$ cat src/rtl/core/mwdm_pkg.sv
// Package for the masked 3x3 depth median block: field widths, codes,
// reset values and the structs passed between the top level and its units.
// Depends on nothing.
`default_nettype none

package mwdm_pkg;

    localparam int DEPTH_W    = 16;
    localparam int KEY_W      = DEPTH_W + 1;
    localparam int MED_W      = 17;
    localparam int CNT_W      = 4;
    localparam int POS_W      = 12;
    localparam int OFS_W      = POS_W + 1;
    localparam int FW_W       = 10;
    localparam int FH_W       = 9;
    localparam int CFG_IDX_W  = 1;
    localparam int CFG_DATA_W = 10;
    localparam int NBR_NUM    = 9;

    localparam logic [CFG_IDX_W-1:0] CFG_FRAME_WIDTH  = 1'b0;
    localparam logic [CFG_IDX_W-1:0] CFG_FRAME_HEIGHT = 1'b1;

    localparam logic [FW_W-1:0] FW_RESET = 10'd640;
    localparam logic [FH_W-1:0] FH_RESET = 9'd480;

    localparam logic KIND_WRITE = 1'b0;
    localparam logic KIND_QUERY = 1'b1;

    // A key with the top bit set sorts above every real sample.
    localparam logic [KEY_W-1:0] KEY_EMPTY = {1'b1, {DEPTH_W{1'b0}}};

    typedef struct packed {
        logic vld;
        logic in_frame;
    } t_addr_flags;

    typedef struct packed {
        logic clr;
        logic push;
        logic start;
    } t_sel_ctrl;

    typedef struct packed {
        logic done;
        logic found;
    } t_sel_status;

endpackage

`default_nettype wire

$ cat src/rtl/core/mwdm_addr.sv
// Neighbour address unit: bounds check against the active frame and the
// store, and the linear store address y*MAX_WIDTH+x, registered.
// Depends on mwdm_pkg.
`default_nettype none

module mwdm_addr #(
    parameter int MAX_WIDTH  = 640,
    parameter int MAX_HEIGHT = 480,
    parameter int ADDR_W     = 19
) (
    input  wire logic                                i_clk,
    input  wire logic                                i_rst_n,
    input  wire logic                                i_go,
    input  wire logic signed [mwdm_pkg::OFS_W-1:0]   i_x,
    input  wire logic signed [mwdm_pkg::OFS_W-1:0]   i_y,
    input  wire logic        [mwdm_pkg::FW_W-1:0]    i_fw,
    input  wire logic        [mwdm_pkg::FH_W-1:0]    i_fh,
    output mwdm_pkg::t_addr_flags                    o_flags,
    output logic             [ADDR_W-1:0]            o_addr
);
    import mwdm_pkg::*;

    localparam int XW = $clog2(MAX_WIDTH);
    localparam int YW = $clog2(MAX_HEIGHT);
    localparam logic signed [OFS_W-1:0] LIM_X = OFS_W'(MAX_WIDTH);
    localparam logic signed [OFS_W-1:0] LIM_Y = OFS_W'(MAX_HEIGHT);

    logic              w_inf;
    logic [ADDR_W-1:0] w_addr;
    t_addr_flags       r_flags;
    t_addr_flags       n_flags;
    logic [ADDR_W-1:0] r_addr;

    always_comb begin
        w_inf = !i_x[OFS_W-1] && !i_y[OFS_W-1]
             && (i_x < $signed({{(OFS_W-FW_W){1'b0}}, i_fw})) && (i_x < LIM_X)
             && (i_y < $signed({{(OFS_W-FH_W){1'b0}}, i_fh})) && (i_y < LIM_Y);
        w_addr = ADDR_W'(i_y[YW-1:0]) * ADDR_W'(MAX_WIDTH) + ADDR_W'(i_x[XW-1:0]);
        n_flags.vld      = i_go;
        n_flags.in_frame = w_inf;
    end

    always_ff @(posedge i_clk) begin
        if (!i_rst_n) begin
            r_flags <= '0;
        end else begin
            r_flags <= n_flags;
        end
    end

    always_ff @(posedge i_clk) begin
        r_addr <= w_addr;
    end

    assign o_flags = r_flags;
    assign o_addr  = r_addr;

endmodule

`default_nettype wire

$ cat config.mk
export PLATFORM = sky130hd
export DESIGN_NAME = mwdm_addr
export DESIGN_NICKNAME = d
export VERILOG_FILES = /design/src/rtl/core/mwdm_pkg.sv /design/src/rtl/core/mwdm_addr.sv
export SDC_FILE = /design/constraint.sdc
export NUM_CORES = 1
export LEC_CHECK = 0
export BUFFER_PORTS_ARGS = -buffer_cell sky130_fd_sc_hd__buf_2
export CORE_UTILIZATION = 47
export DETAILED_ROUTE_END_ITERATION = 10
export PLACE_DENSITY = 0.8
export SLEW_MARGIN = 0
export SYNTH_ARGS = -nofsm -noshare
export SYNTH_HDL_FRONTEND = slang
export SYNTH_SLANG_ARGS = --single-unit
export TNS_END_PERCENT = 50
$ cat constraint.sdc
create_clock -name i_clk -period 3.07 [get_ports i_clk]
set_clock_uncertainty 0.1 [all_clocks]
set_input_delay 0.614 -clock i_clk [delete_from_list [all_inputs] [get_ports i_clk]]
set_output_delay 0.614 -clock i_clk [all_outputs]
set_load 0.01 [all_outputs]
==> Yosys cells after proc, flatten, opt, wreduce, memory -nomap -nowiden <==
Cells that the tools add are included.
{ "word_totals": {"ramBits": 0, "latchBits": 0, "word_cells": 16, "romBits": 0, "n_memories": 0, "ff_bits": 21, "out_inout_bits": 21} }
{ "op_classes": {"bitwise_logic": 0, "n_eq_ne": 0, "n_reduce_logical": 7, "magnitude_cmp": 4, "mul": 1, "mux": 0, "n_addsub": 1, "n_shift": 0, "div_mod_pow": 0} }
{ "ops": {"columns": ["operator", "count"], "rows": [
  ["adder 19 x 10 -> 19 bit", 1],
  ["less-than comparator 13 x 10 -> 1 bit", 1],
  ["less-than comparator 13 x 10 -> 1 bit, second input constant", 1],
  ["less-than comparator 13 x 11 -> 1 bit", 1],
  ["less-than comparator 13 x 11 -> 1 bit, second input constant", 1],
  ["multiplier 9 x 3 -> 12 bit, second input constant", 1],
  ["logical AND 1 bit", 5],
  ["logical NOT 1 bit", 2]
]} }

==> Longest topological paths before layout <==
{ "depth": {"ltp_word": 6, "depth_mapped": 9, "ltp_nobuf": 9} }

==> Least setup slack after synthesis <==
No wires, ideal clock.
{ "synth_path": {"path_kind": "input-to-reg", "from": "in i_y[1] in the netlist's numbering", "to": "reg r_addr[16] (netlist: o_addr[16])", "setup_ns": 0.125, "setup_slack_ns": 0.178, "required_ns": 2.845, "arrival_time_ns": 2.667, "path_buffers": 0, "path_stages": 9, "cell_sequence": "ha_1 -> ha_1 -> fa_1 -> a21o_1 -> a21oi_1 -> xnor2_2 -> nand2_1 -> or3b_4 -> xnor2_1"} }
{ "synth_via": {"elab_chain_len": 2} }
{ "synth_rtl": {"columns": ["item", "line_no", "text"], "rows": [
  ["start: declaration", "mwdm_addr.sv:15", "input wire logic signed [mwdm_pkg::OFS_W-1:0] i_y,"],
  ["multiplier 9 x 3 -> 12 bit", "mwdm_addr.sv:38", "w_addr = ADDR_W'(i_y[YW-1:0]) * ADDR_W'(MAX_WIDTH) + ADDR_W'(i_x[XW-1:0]);"],
  ["adder 19 x 10 -> 19 bit", "mwdm_addr.sv:38", null],
  ["named net w_addr[16]", "mwdm_addr.sv:29", "logic [ADDR_W-1:0] w_addr;"],
  ["end signal: assignment", "mwdm_addr.sv:52", "r_addr <= w_addr;"],
  ["end: declaration", "mwdm_addr.sv:32", "logic [ADDR_W-1:0] r_addr;"]
]} }
The timed path passes the listed nets, and every way through them passes these cells.
A chain may end at the register's enable or synchronous reset.

==> Final worst setup path <==
{ "layout_path": {"from": "in i_y[3] in the netlist's numbering", "to": "reg r_addr[18] (netlist: o_addr[18])"} }
Same word-level chain as after synthesis.

==> flow_summary.toml <==
[clocking]
h-tree-depth = 1
clk_pin_slew_ns = 0.11
cts.hold.buffers_added = 0
post_cts_buffers = 0
post_cts_resized = 0
clockRootBuffer = "clkbuf_4"
cts_tree = "yes"
clock-sinks = 21
clockBufferDepth = 2
cts_made_buffers = 3

[finish]
antenna_cells = 0
drive_gt1_share_pct = 35.81
area_delta_synth_final_pct = 29.94
final_cells = 273
nets = 314
design_area_um2 = 1933
fillers = 267

[global_routing]
grt.busiest_layer = "met2"
grt_antenna_before_repair = 0
grt_max_degree = 13
gr-total-overflow = 0
use_met3_pct = 2.902
grt_first_pass_wirelength_mm = 4.912
globalRouteMet1Util_pct = 23.49
use_met2_pct = 32.02
first_global_vias = 1228
grt_usage_pct = 18.77

[yosys]
synth-seq-area-share_pct = 28.26
synth.distinct_cells = 32
yosys_warnings = 0
netlist_top_cells_area = "ha_1 (29%), dfxtp_1 (28%), xnor2_1 (6.5%), inv_1 (5.3%), a21o_1 (3.5%)"
ys_seq_elements = 21
synth_nets = 238
yosysTopAreaCell = "ha_1"
syn_avg_cell_area_um2 = 9.660
netlist_instances = 154
synth_top_area_share_pct = 28.60
syn_area_um2 = 1488

[die]
num_rows = 20
core_area_um2 = 3028
die_h_um = 58.26
fp.dieArea_um2 = 3394
initial_core_util_pct = 49.13
io_pins = 69
die_w_um = 58.26

[critical_path]
crit_path_end_kind = "register"
crit_path_max_fanout = 3
arrival_ns = 2.89
setup.worst_path.class = "in2reg"
required_ns = 3.20
worst_setup_path_start_kind = "input pin"

[worst_hold_path]
hp-start = "i_x[0]"
whs_path_depth = 1
hold_path_end = "o_addr[0]"
hold_path_class = "in2reg"

[power_and_ir_drop]
finalPower_w = 0.0007680
vdd_drop_max_mv = 0.1516
p_switching_w = 0.0002482
combinationalPowerShare_pct = 40.6
p_per_area_nw_per_um2 = 397.3
p_leak_nw = 1.087
pwr-share-seq_pct = 42.3
p_int_w = 0.0005198
power_frac_clock_pct = 17.1
swShare_pct = 32.32

[routing]
vias_per_cell = 4.832
remaining_drc_errors = 0
drt-pass1-iter-count = 4
vias = 1319
drtAntennaViolNets = 0
wl_mm = 2.832
drt-initial-drc-count = 17
post_drt_wl_per_cell_um = 10.37

[sta]
max_freq_ghz = 0.3626
tns_ns = 0
maxSlewViolCount = 0
setup_slack_ns = 0.3125
finalSetupViolCount = 0
finalCritPeriodShare_pct = 89.82
worstMarginPinSlew_ns = 0.3360
hold_violations = 0
rsz0062_at_grt = "no"
slew_headroom_pct = 77.43
period_needed_ns = 2.757

[placed_design]
io_buffers = 68
place_area_um2 = 1906
hpwl_mm = 2.551
place_ws_ns = 0.002398
dpl.cell_count = 269
gp_congestion = 0.8020

[run]
cap_violations = 0

[outcome]
outcome = "finished clean"
[worst max path at each step]
stage	from	end	slack, ns	depth (start not counted)
final	i_y[3]	o_addr[18]	0.31	10
after detailed placement	i_y[3]	o_addr[18]	0.002	10
after floorplan	i_y[1]	o_addr[16]	0.18	9
after CTS	i_y[3]	o_addr[18]	0.32	10
after global routing	i_y[3]	o_addr[18]	0.23	10
after global placement	i_y[3]	o_addr[18]	0.03	10
[routing by layer]
layer	share of wire (%)	vias to the layer above
met2	44	50
met4	1.4	0
met5	0	-
met1	49	575
li1	-	689
met3	5.3	5
[final cells by class]
| class | count | area, um2 | area share (%) |
|---|---|---|---|
| Clock buffer | 3 | 22.52 | 1.165 |
| Clock inverter | 1 | 5.005 | 0.2589 |
| Inverter | 22 | 82.58 | 4.272 |
| Multi-Input combinational cell | 111 | 984.7 | 50.94 |
| Sequential cell | 21 | 420.4 | 21.75 |
| Tap cell | 44 | 55.05 | 2.848 |
| Timing Repair Buffer | 71 | 362.8 | 18.77 |
[per-stage QoR]
| stage | hold WS (ns) | util [%] |
|---|---|---|
| 5_1_grt | 0.2974 | 63.84 |
| 6_report | 0.3152 | 63.84 |
| 3_3_place_gp | 0.6260 | 62.93 |
| 4_1_cts | 0.3078 | 63.84 |
| 2_1_floorplan | 0.5417 | - |
| 3_5_place_dp | 0.6297 | 62.93 |
[power by group through the flow]
stage | Combinational [W] | Clock, W | Sequential [W]
CTS | 0.000316 | 0.000133 | 0.000325
detailed placement | 0.000314 | 0 | 0.000331
global route | 0.000352 | 0.000147 | 0.000329
finish | 0.000312 | 0.000132 | 0.000325
global placement | 0.000308 | 0 | 0.000331
floorplan | 0.000172 | 0 | 0.000359
[cells in the final DEF (no fill, tap or decap), types with 2 or more instances in the layout]
cell type and instances:
nand4_1 3, nand2b_1 2, nand3_1 3, a21o_1 7, fa_1 2, clkbuf_4 3
xnor2_1 11, xnor2_2 2, dfxtp_1 21, and3_1 2, o21ai_0 3, ha_1 34
nor2b_1 3, buf_2 68, nor4_1 2, nor2_1 5, o21ai_1 4, buf_4 3
inv_1 21, nand2_1 6, a21oi_1 9
[synth_stat cells]
master / n
ha_1: 34
dfxtp_1: 21
inv_1: 21
xnor2_1: 11
a21oi_1: 9
a21o_1: 7
nand2_1: 6
nor2_1: 5
o21ai_1: 4
nand3_1: 3
nand4_1: 3
nor2b_1: 3
o21ai_0: 3
and3_1: 2
fa_1: 2
nand2b_1: 2
nor4_1: 2
xnor2_2: 2
a211oi_1: 1
a221oi_1: 1
a221oi_2: 1
a31oi_1: 1
a41oi_1: 1
and2_1: 1
inv_2: 1
nand3b_4: 1
nor3_1: 1
nor4b_1: 1
o21a_1: 1
o31ai_2: 1
or3b_4: 1
xor2_1: 1
[critical path, stage by stage]
cell	delay, ns
buf_2	0.13
ha_1	0.28
ha_1	0.23
fa_1	0.38
a21o_1	0.21
a21oi_1	0.23
xnor2_2	0.14
nand2_1	0.10
or3b_4	0.40
o31ai_2	0.17
[sequential cells by signal, summed over array words and instances (netlist names)]
| register | count |
|---|---|
| o_addr | 19 |
| o_flags | 2 |
[logic make-up (layout without fill, tap and decap cells)]
group,after synthesis,count (layout),synth area share [%]
adder cells (fa/ha/maj),36,36,31.29
AND/OR/NAND/NOR,31,31,12.28
AO/OA/AOI/OAI,30,30,13.37
buffers and inverters,22,97,5.551
flip-flops,21,21,28.26
XOR/XNOR,14,14,9.251
Note: power is estimated with default switching activity, not from simulation.
