<file path="src/rtl/core/mwdm_pkg.sv">
// Package for the masked 3x3 depth median block: field widths, codes,
// reset values and the structs passed between the top level and its units.
// Depends on nothing.
`default_nettype none

package mwdm_pkg;

    localparam int DEPTH_W    = 16;
    localparam int KEY_W      = DEPTH_W + 1;
    localparam int MED_W      = 17;
    localparam int CNT_W      = 4;
    localparam int POS_W      = 12;
    localparam int OFS_W      = POS_W + 1;
    localparam int FW_W       = 10;
    localparam int FH_W       = 9;
    localparam int CFG_IDX_W  = 1;
    localparam int CFG_DATA_W = 10;
    localparam int NBR_NUM    = 9;

    localparam logic [CFG_IDX_W-1:0] CFG_FRAME_WIDTH  = 1'b0;
    localparam logic [CFG_IDX_W-1:0] CFG_FRAME_HEIGHT = 1'b1;

    localparam logic [FW_W-1:0] FW_RESET = 10'd640;
    localparam logic [FH_W-1:0] FH_RESET = 9'd480;

    localparam logic KIND_WRITE = 1'b0;
    localparam logic KIND_QUERY = 1'b1;

    // A key with the top bit set sorts above every real sample.
    localparam logic [KEY_W-1:0] KEY_EMPTY = {1'b1, {DEPTH_W{1'b0}}};

    typedef struct packed {
        logic vld;
        logic in_frame;
    } t_addr_flags;

    typedef struct packed {
        logic clr;
        logic push;
        logic start;
    } t_sel_ctrl;

    typedef struct packed {
        logic done;
        logic found;
    } t_sel_status;

endpackage

`default_nettype wire

</file>
<file path="src/rtl/core/mwdm_select.sv">
// Median selection: a nine-entry rotating ring and one shared comparator
// that extracts the smallest key per pass, stopping at the middle rank.
// Depends on mwdm_pkg.
`default_nettype none

module mwdm_select (
    input  wire logic                           i_clk,
    input  wire logic                           i_rst_n,
    input  wire mwdm_pkg::t_sel_ctrl            i_ctrl,
    input  wire logic [mwdm_pkg::KEY_W-1:0]     i_key,
    output mwdm_pkg::t_sel_status               o_stat,
    output logic      [mwdm_pkg::MED_W-1:0]     o_median,
    output logic      [mwdm_pkg::CNT_W-1:0]     o_count
);
    import mwdm_pkg::*;

    logic [KEY_W-1:0]   r_ring [0:NBR_NUM-1];
    logic [KEY_W-1:0]   r_hold;
    logic [DEPTH_W-1:0] r_prev;
    logic [MED_W-1:0]   r_med;
    logic [CNT_W-1:0]   r_count;
    logic [2:0]         r_pass;
    logic [3:0]         r_step;
    logic               r_run;
    logic               r_done;

    logic               w_lt;
    logic [KEY_W-1:0]   n_hold;
    logic [KEY_W-1:0]   w_shout;
    logic [DEPTH_W-1:0] w_cur;
    logic [2:0]         w_mid;
    logic               w_last_step;
    logic               w_final;

    // One compare per cycle: the smaller key stays in the hold register,
    // the larger one goes back into the tail of the ring.
    always_comb begin
        w_lt        = r_ring[0] < r_hold;
        n_hold      = w_lt ? r_ring[0] : r_hold;
        w_shout     = w_lt ? r_hold : r_ring[0];
        w_cur       = n_hold[DEPTH_W-1:0];
        w_mid       = r_count[CNT_W-1:1];
        w_last_step = r_step == 4'(NBR_NUM - 1);
        w_final     = r_run && w_last_step && (r_pass == w_mid);
    end

    always_ff @(posedge i_clk) begin
        if (!i_rst_n) begin
            r_run   <= 1'b0;
            r_done  <= 1'b0;
            r_count <= '0;
            r_pass  <= '0;
            r_step  <= '0;
        end else begin
            r_done <= 1'b0;
            if (i_ctrl.clr) begin
                r_count <= '0;
            end
            if (i_ctrl.push && !i_key[KEY_W-1]) begin
                r_count <= r_count + 1'b1;
            end
            if (i_ctrl.start) begin
                r_step <= '0;
                r_pass <= '0;
                if (r_count == '0) begin
                    r_done <= 1'b1;
                end else begin
                    r_run <= 1'b1;
                end
            end
            if (r_run) begin
                if (w_last_step) begin
                    r_step <= '0;
                    r_pass <= r_pass + 1'b1;
                    if (w_final) begin
                        r_run  <= 1'b0;
                        r_done <= 1'b1;
                    end
                end else begin
                    r_step <= r_step + 1'b1;
                end
            end
        end
    end

    always_ff @(posedge i_clk) begin
        if (i_ctrl.push) begin
            for (int i = 0; i < NBR_NUM - 1; i++) begin
                r_ring[i] <= r_ring[i+1];
            end
            r_ring[NBR_NUM-1] <= i_key;
        end else if (r_run) begin
            for (int i = 0; i < NBR_NUM - 1; i++) begin
                r_ring[i] <= r_ring[i+1];
            end
            r_ring[NBR_NUM-1] <= w_shout;
        end
        if (i_ctrl.start) begin
            r_hold <= KEY_EMPTY;
            r_med  <= '0;
        end else if (r_run) begin
            if (w_last_step) begin
                r_hold <= KEY_EMPTY;
                r_prev <= w_cur;
            end else begin
                r_hold <= n_hold;
            end
            if (w_final) begin
                r_med <= r_count[0] ? {w_cur, 1'b0}
                                    : {1'b0, r_prev} + {1'b0, w_cur};
            end
        end
    end

    assign o_stat.done  = r_done;
    assign o_stat.found = r_count != '0;
    assign o_median     = r_med;
    assign o_count      = r_count;

`ifndef ASSERT_OFF
    a_run_needs_samples: assert property (@(posedge i_clk) disable iff (!i_rst_n)
        r_run |-> (r_count != '0))
        else $error("selection running with no valid samples");
    a_pass_bounded: assert property (@(posedge i_clk) disable iff (!i_rst_n)
        r_run |-> (r_pass <= w_mid))
        else $error("selection went past the middle rank");
    a_no_push_while_run: assert property (@(posedge i_clk) disable iff (!i_rst_n)
        r_run |-> !i_ctrl.push)
        else $error("sample pushed while selection runs");
`endif

endmodule

`default_nettype wire

</file>
<file path="config.mk">
export PLATFORM = sky130hd
export DESIGN_NAME = mwdm_select
export DESIGN_NICKNAME = d
export VERILOG_FILES = /design/src/rtl/core/mwdm_pkg.sv /design/src/rtl/core/mwdm_select.sv
export SDC_FILE = /design/constraint.sdc
export NUM_CORES = 1
export LEC_CHECK = 0
export BUFFER_PORTS_ARGS = -buffer_cell sky130_fd_sc_hd__buf_4
export CAP_MARGIN = 10
export CELL_PAD_IN_SITES_DETAIL_PLACEMENT = 1
export CELL_PAD_IN_SITES_GLOBAL_PLACEMENT = 1
export CORE_MARGIN = 3
export CORE_UTILIZATION = 50
export CTS_CLUSTER_DIAMETER = 150
export DETAILED_ROUTE_END_ITERATION = 6
export PLACE_DENSITY = 0.81
export SYNTH_ARGS = -nofsm -noshare
export SYNTH_HDL_FRONTEND = slang
export SYNTH_SLANG_ARGS = --single-unit
</file>
<file path="constraint.sdc">
create_clock -name i_clk -period 4.6 [get_ports i_clk]
set_clock_uncertainty 0.05 [all_clocks]
set_input_delay 0.46 -clock i_clk [delete_from_list [all_inputs] [get_ports i_clk]]
set_output_delay 0.46 -clock i_clk [all_outputs]
set_load 0.01 [all_outputs]
</file>
# --- After elaboration in Yosys (flattened, before gate mapping) ---
# Memories as Yosys holds them, arrays and structs flattened.
# Cells that the tools add are included.
# Widths: inputs -> output; s select.
word_totals:
  reg_bits: 63
  ramBits: 153
  input_bits: 22
  out_inout_bits: 23
  wordCells: 75
  mem_count: 1
classes:
  n_addsub: 4
  n_lt_le_gt_ge: 1
  eq_ne: 2
  mux: 36
  bitwise_logic: 10
  n_reduce_logical: 12
mem_list:
  columns: ["memory", "words", "word_bits", "read_ports", "rd_ports_with_merged_regs", "write_ports", "line_no", "text"]
  rows:
  - ["r_ring", 9, 17, 9, 0, 9, "mwdm_select.sv:17", "logic [KEY_W-1:0] r_ring [0:NBR_NUM-1];"]
op_table:
  columns: ["op", "n"]
  rows:
  - ["$mux 17", 13]
  - ["$mux 4", 5]
  - ["$add 16x16->17", 1]
  - ["$lt 17x17->1", 1]
  - ["$mux 1", 15]
  - ["$mux 3", 3]
  - ["$or 1x1->1", 9]
  - ["$add 4x1->4 const B", 2]
  - ["$reduce_bool 2->1", 3]
  - ["$eq 4x4->1 const B", 1]
  - ["$logic_not 4->1", 1]
  - ["$reduce_and 2->1", 2]
  - ["$reduce_bool 4->1", 1]
  - ["$add 3x1->3 const B", 1]
  - ["$eq 3x3->1", 1]
  - ["$logic_and 1x1->1", 3]
  - ["$reduce_and 3->1", 1]
  - ["$logic_not 1->1", 1]
  - ["$not 1->1", 1]

# --- Depth between registers and ports, before layout ---
logic_depth:
  ltp_word: 6
  depth_mapped: 17
  mapped_depth_nobuf: 16

# --- Least setup slack after synthesis ---
# Ideal clock, no wire load.
synth_path:
  path_kind: "reg-to-reg"
  startpoint: "memory r_ring[0][11] (netlist name)"
  endpoint: "register r_med[14], in the netlist o_median[14]"
  setup_ns: 0.095
  t_arrival_ns: 3.668
  required_time_ns: 4.455
  setup_slack_ns: 0.786
  stages_incl_launch_ff: 16
  path_buffers: 2
  cell_sequence: "edfxtp_1 > ha_1 > and3_1 > or3b_4 > a211oi_4 > nor3_4 > buf_2 > buf_2 > o21ai_0 > ha_1 > o21ai_0 > a21oi_1 > o311ai_0 > a32oi_1 > xnor2_1 > a221oi_1"
synth_lines:
  columns: ["element", "line_no", "text"]
  rows:
  - ["start: declaration", "mwdm_select.sv:17", null]
  - ["end signal: assignment", "mwdm_select.sv:109", "r_med <= r_count[0] ? {w_cur, 1'b0}"]
  - ["end: declaration", "mwdm_select.sv:20", "logic [MED_W-1:0] r_med;"]

==> impl_metrics.yaml <==
timing:
  maxSlewHeadroom_pct: 30.2
  rsz0062_at_grt: "no"
  setup_viol: 0
  fmax_ghz: 0.231
  min_period_over_period_pct: 94.0
  worst_slack_ns: 0.276
  worstMarginPinSlew_ns: 1.05
  whs_ns: 0.162
  setup_tns_ns: 0
  final_hold_viol_count: 0
  layout_min_cycle_time_ns: 4.32
  finalMaxSlewViolations: 0
yosys:
  ys_types: 64
  netlist_area_sq_um: 9110
  async_reset_ff_share_pct: 0
  synth-seq-cells: 216
  yosys_most_used_dff: "edfxtp_1"
  ys_seq_area_share_pct: 66.1
  synthCells: 681
  yosys_warnings: 0
  syn_nets: 744
  syn_area_per_cell_sq_um: 13.4
  synth_edf_count: 169
clock_tree:
  clock-sinks: 216
  h-tree-depth: 1
  clk_latency_ns: 0.53
  numCtsBuffers: 24
  post_cts_buffers: 0
  cts_buffer_depth: 3
  cts_tree: "yes"
  clkTransAtPathRegs_ns: 0.06
  root_buffer: "clkbuf_16"
placed_design:
  place.port_buffers: 44
  dp_hpwl_microns: 14000
  pre_cts_slack_ns: 0.254
  routabilityCongestion: 0.885
global_route:
  grt_pass1_wl_microns: 34000
  grt_start_max_net_pins: 127
  grt_pass1_vias: 6140
  antenna_found_initial: 1
  grt.overflow.total: 0
  grt_use_total_pct: 21.7
worst_setup_path:
  start_kind: "flip-flop"
  cp.arrival_ns: 4.75
  crit_fanout: 20
  worstPathRequired_ns: 5.02
  crit_type: "flip-flop to flip-flop"
  crit_path_end_kind: "flip-flop"
floorplan:
  core_sq_um: 17500
  initial_utilization_pct: 51.9
  pin_count: 45
  die_area_sq_um: 19900
  die_x_microns: 141
  die_h_microns: 141
  row_count: 48
pwr:
  p_leak_nw: 4.00
  power_density_nw_per_um2: 449
  vdd_drop_max_mv: 0.400
  total_power_mw: 4.72
route:
  dr_total_vias: 5740
  final_antenna_net_count: 0
  viasPerCell: 5.88
  wl_per_cell_microns: 21.8
  drc: 0
  first_iter_violations: 360
  totalWireLength_microns: 21300
  drtPass1Iterations: 4
final_layout:
  antennaDiodeCount: 0
  nNetsFinal: 796
  utilization_pct: 59.9
  synthToLayoutAreaGrowth_pct: 15.3
  drive_above_1_share_pct: 14.0
flow_run:
  drv_cap: 0
run_status:
  status: "finished, final reports clean"
worst_hold_path:
  worstHoldPathType: "primary input to flip-flop"
-- path summary, 6_finish.rpt --
check                     start             end  slack, ns  depth (start not counted)
setup / recovery  r_ring[0][11]    o_median[15]       0.28                         15
hold reg to reg   r_ring[0][61]   r_ring[0][44]       0.36                          0
hold / removal         i_key[2]  r_ring[0][138]       0.16                          3
setup reg to reg  r_ring[0][11]    o_median[15]       0.28                         15
-- layer usage --
layer  wire, microns  up-vias  global-route usage, %
met5              11        -                      0
met4             558        2                   6.02
met3             871       46                   3.56
met2           10300      142                   36.8
met1            9550     2873                   29.2
li1                -     2677                      -
-- state kept, by name (all words and copies together) (netlist names) --
register / count
r_pass: 3
o_count: 4
r_prev: 16
r_run: 1
o_median: 17
r_hold: 17
r_ring: 153
r_done: 1
r_step: 4
-- area by class of cell --
type	instances	area, sq um
clock buffers	31	657
flip-flops and latches	216	6020
well taps	225	282
inverters	36	135
clock inverters	13	143
fillers	1707	7040
repair buffers	53	423
multi-input cells	402	2850
-- metrics by stage --
step	cells	instance area, sq um
6_report	976	10500
2_1_floorplan	681	9110
5_1_grt	976	10500
3_5_place_dp	932	9690
3_3_place_gp	932	9690
4_1_cts	976	10500
-- cell usage in the layout, fill, tap and decap left out, drive strengths merged, types with 3 or more instances in the layout --
cell type  instances
a211oi             5
ha                40
a21o               5
nand2b             7
and3               4
nand2             52
a211o              3
nand3             16
nor2b              8
or3                4
nand4b            17
o31ai             19
inv               35
a21oi             32
mux2i             27
xnor2              5
o21ai             41
a221oi             5
clkbuf            31
a31oi              7
nor3               8
o211ai             5
nor2              27
o21a               6
o22ai              3
edfxtp           169
nand3b             3
a21boi             3
and2               7
o21bai             6
nand4              5
dfxtp             47
buf               53
clkinv            11
xor2               7
mux2               3
-- power breakdown --
part / internal, mW / switching [mW] / leakage (nW)
clock network: 1.13 / 0.768 / 0.390
registers: 2.26 / 0.0539 / 2.03
logic: 0.186 / 0.322 / 1.58
total: 3.57 / 1.14 / 4.00
-- cells in the mapped netlist (3+ instances only) --
cell type	instances	share of area, %
edfxtp_1	169	56
nand2_1	52	2.1
dfxtp_1	47	10
o21ai_0	41	2.3
ha_1	40	5.5
inv_1	35	1.4
a21oi_1	32	1.8
nor2_1	27	1.1
mux2i_1	26	2.9
o31ai_1	19	1.6
clkbuf_1	17	0.70
nand4b_1	17	1.6
nand3_1	15	0.82
nor2b_1	8	0.55
a31oi_1	7	0.48
and2_1	7	0.48
nand2b_1	7	0.48
nor3_1	7	0.38
xor2_1	7	0.67
o21a_1	6	0.49
o21bai_1	6	0.49
a21o_1	5	0.41
a221oi_1	5	0.48
nand4_1	5	0.34
o211ai_1	5	0.41
xnor2_1	5	0.48
a211oi_1	4	0.33
and3_1	4	0.27
buf_2	4	0.22
or3_1	4	0.27
a211o_1	3	0.29
nand3b_1	3	0.25
o22ai_1	3	0.21
-- kinds of logic (layout without fill, tap and decap cells) --
| kind of cell | after synthesis | count (layout) | synth area share, % |
|---|---|---|---|
| flip-flops | 216 | 216 | 66.1 |
| buffers and inverters | 63 | 133 | 2.90 |
| AO/OA/AOI/OAI | 154 | 154 | 11.0 |
| multiplexers | 30 | 30 | 3.42 |
| XOR/XNOR | 12 | 12 | 1.15 |
| adder cells (fa/ha/maj) | 41 | 41 | 5.72 |
| AND/OR/NAND/NOR | 165 | 165 | 9.70 |
-- repair_timing --
item | in CTS | in global routing
setup endpoints to repair | 0 | 5
gates resized for setup | 0 | 7
hold buffers | 0 | 0
-- critical path: stages, from the launching register on --
cell	delay [ns]
edfxtp_1	0.44
ha_1	0.33
and3_1	0.19
a221oi_1	0.42
o22ai_2	0.19
nor3_4	0.25
buf_12	0.20
mux2i_1	0.46
inv_1	0.13
ha_1	0.44
nand3_1	0.13
nor3_1	0.34
o211ai_1	0.18
a31o_2	0.26
a21oi_1	0.14
a211o_1	0.11
(Power assumes the default switching activity.)
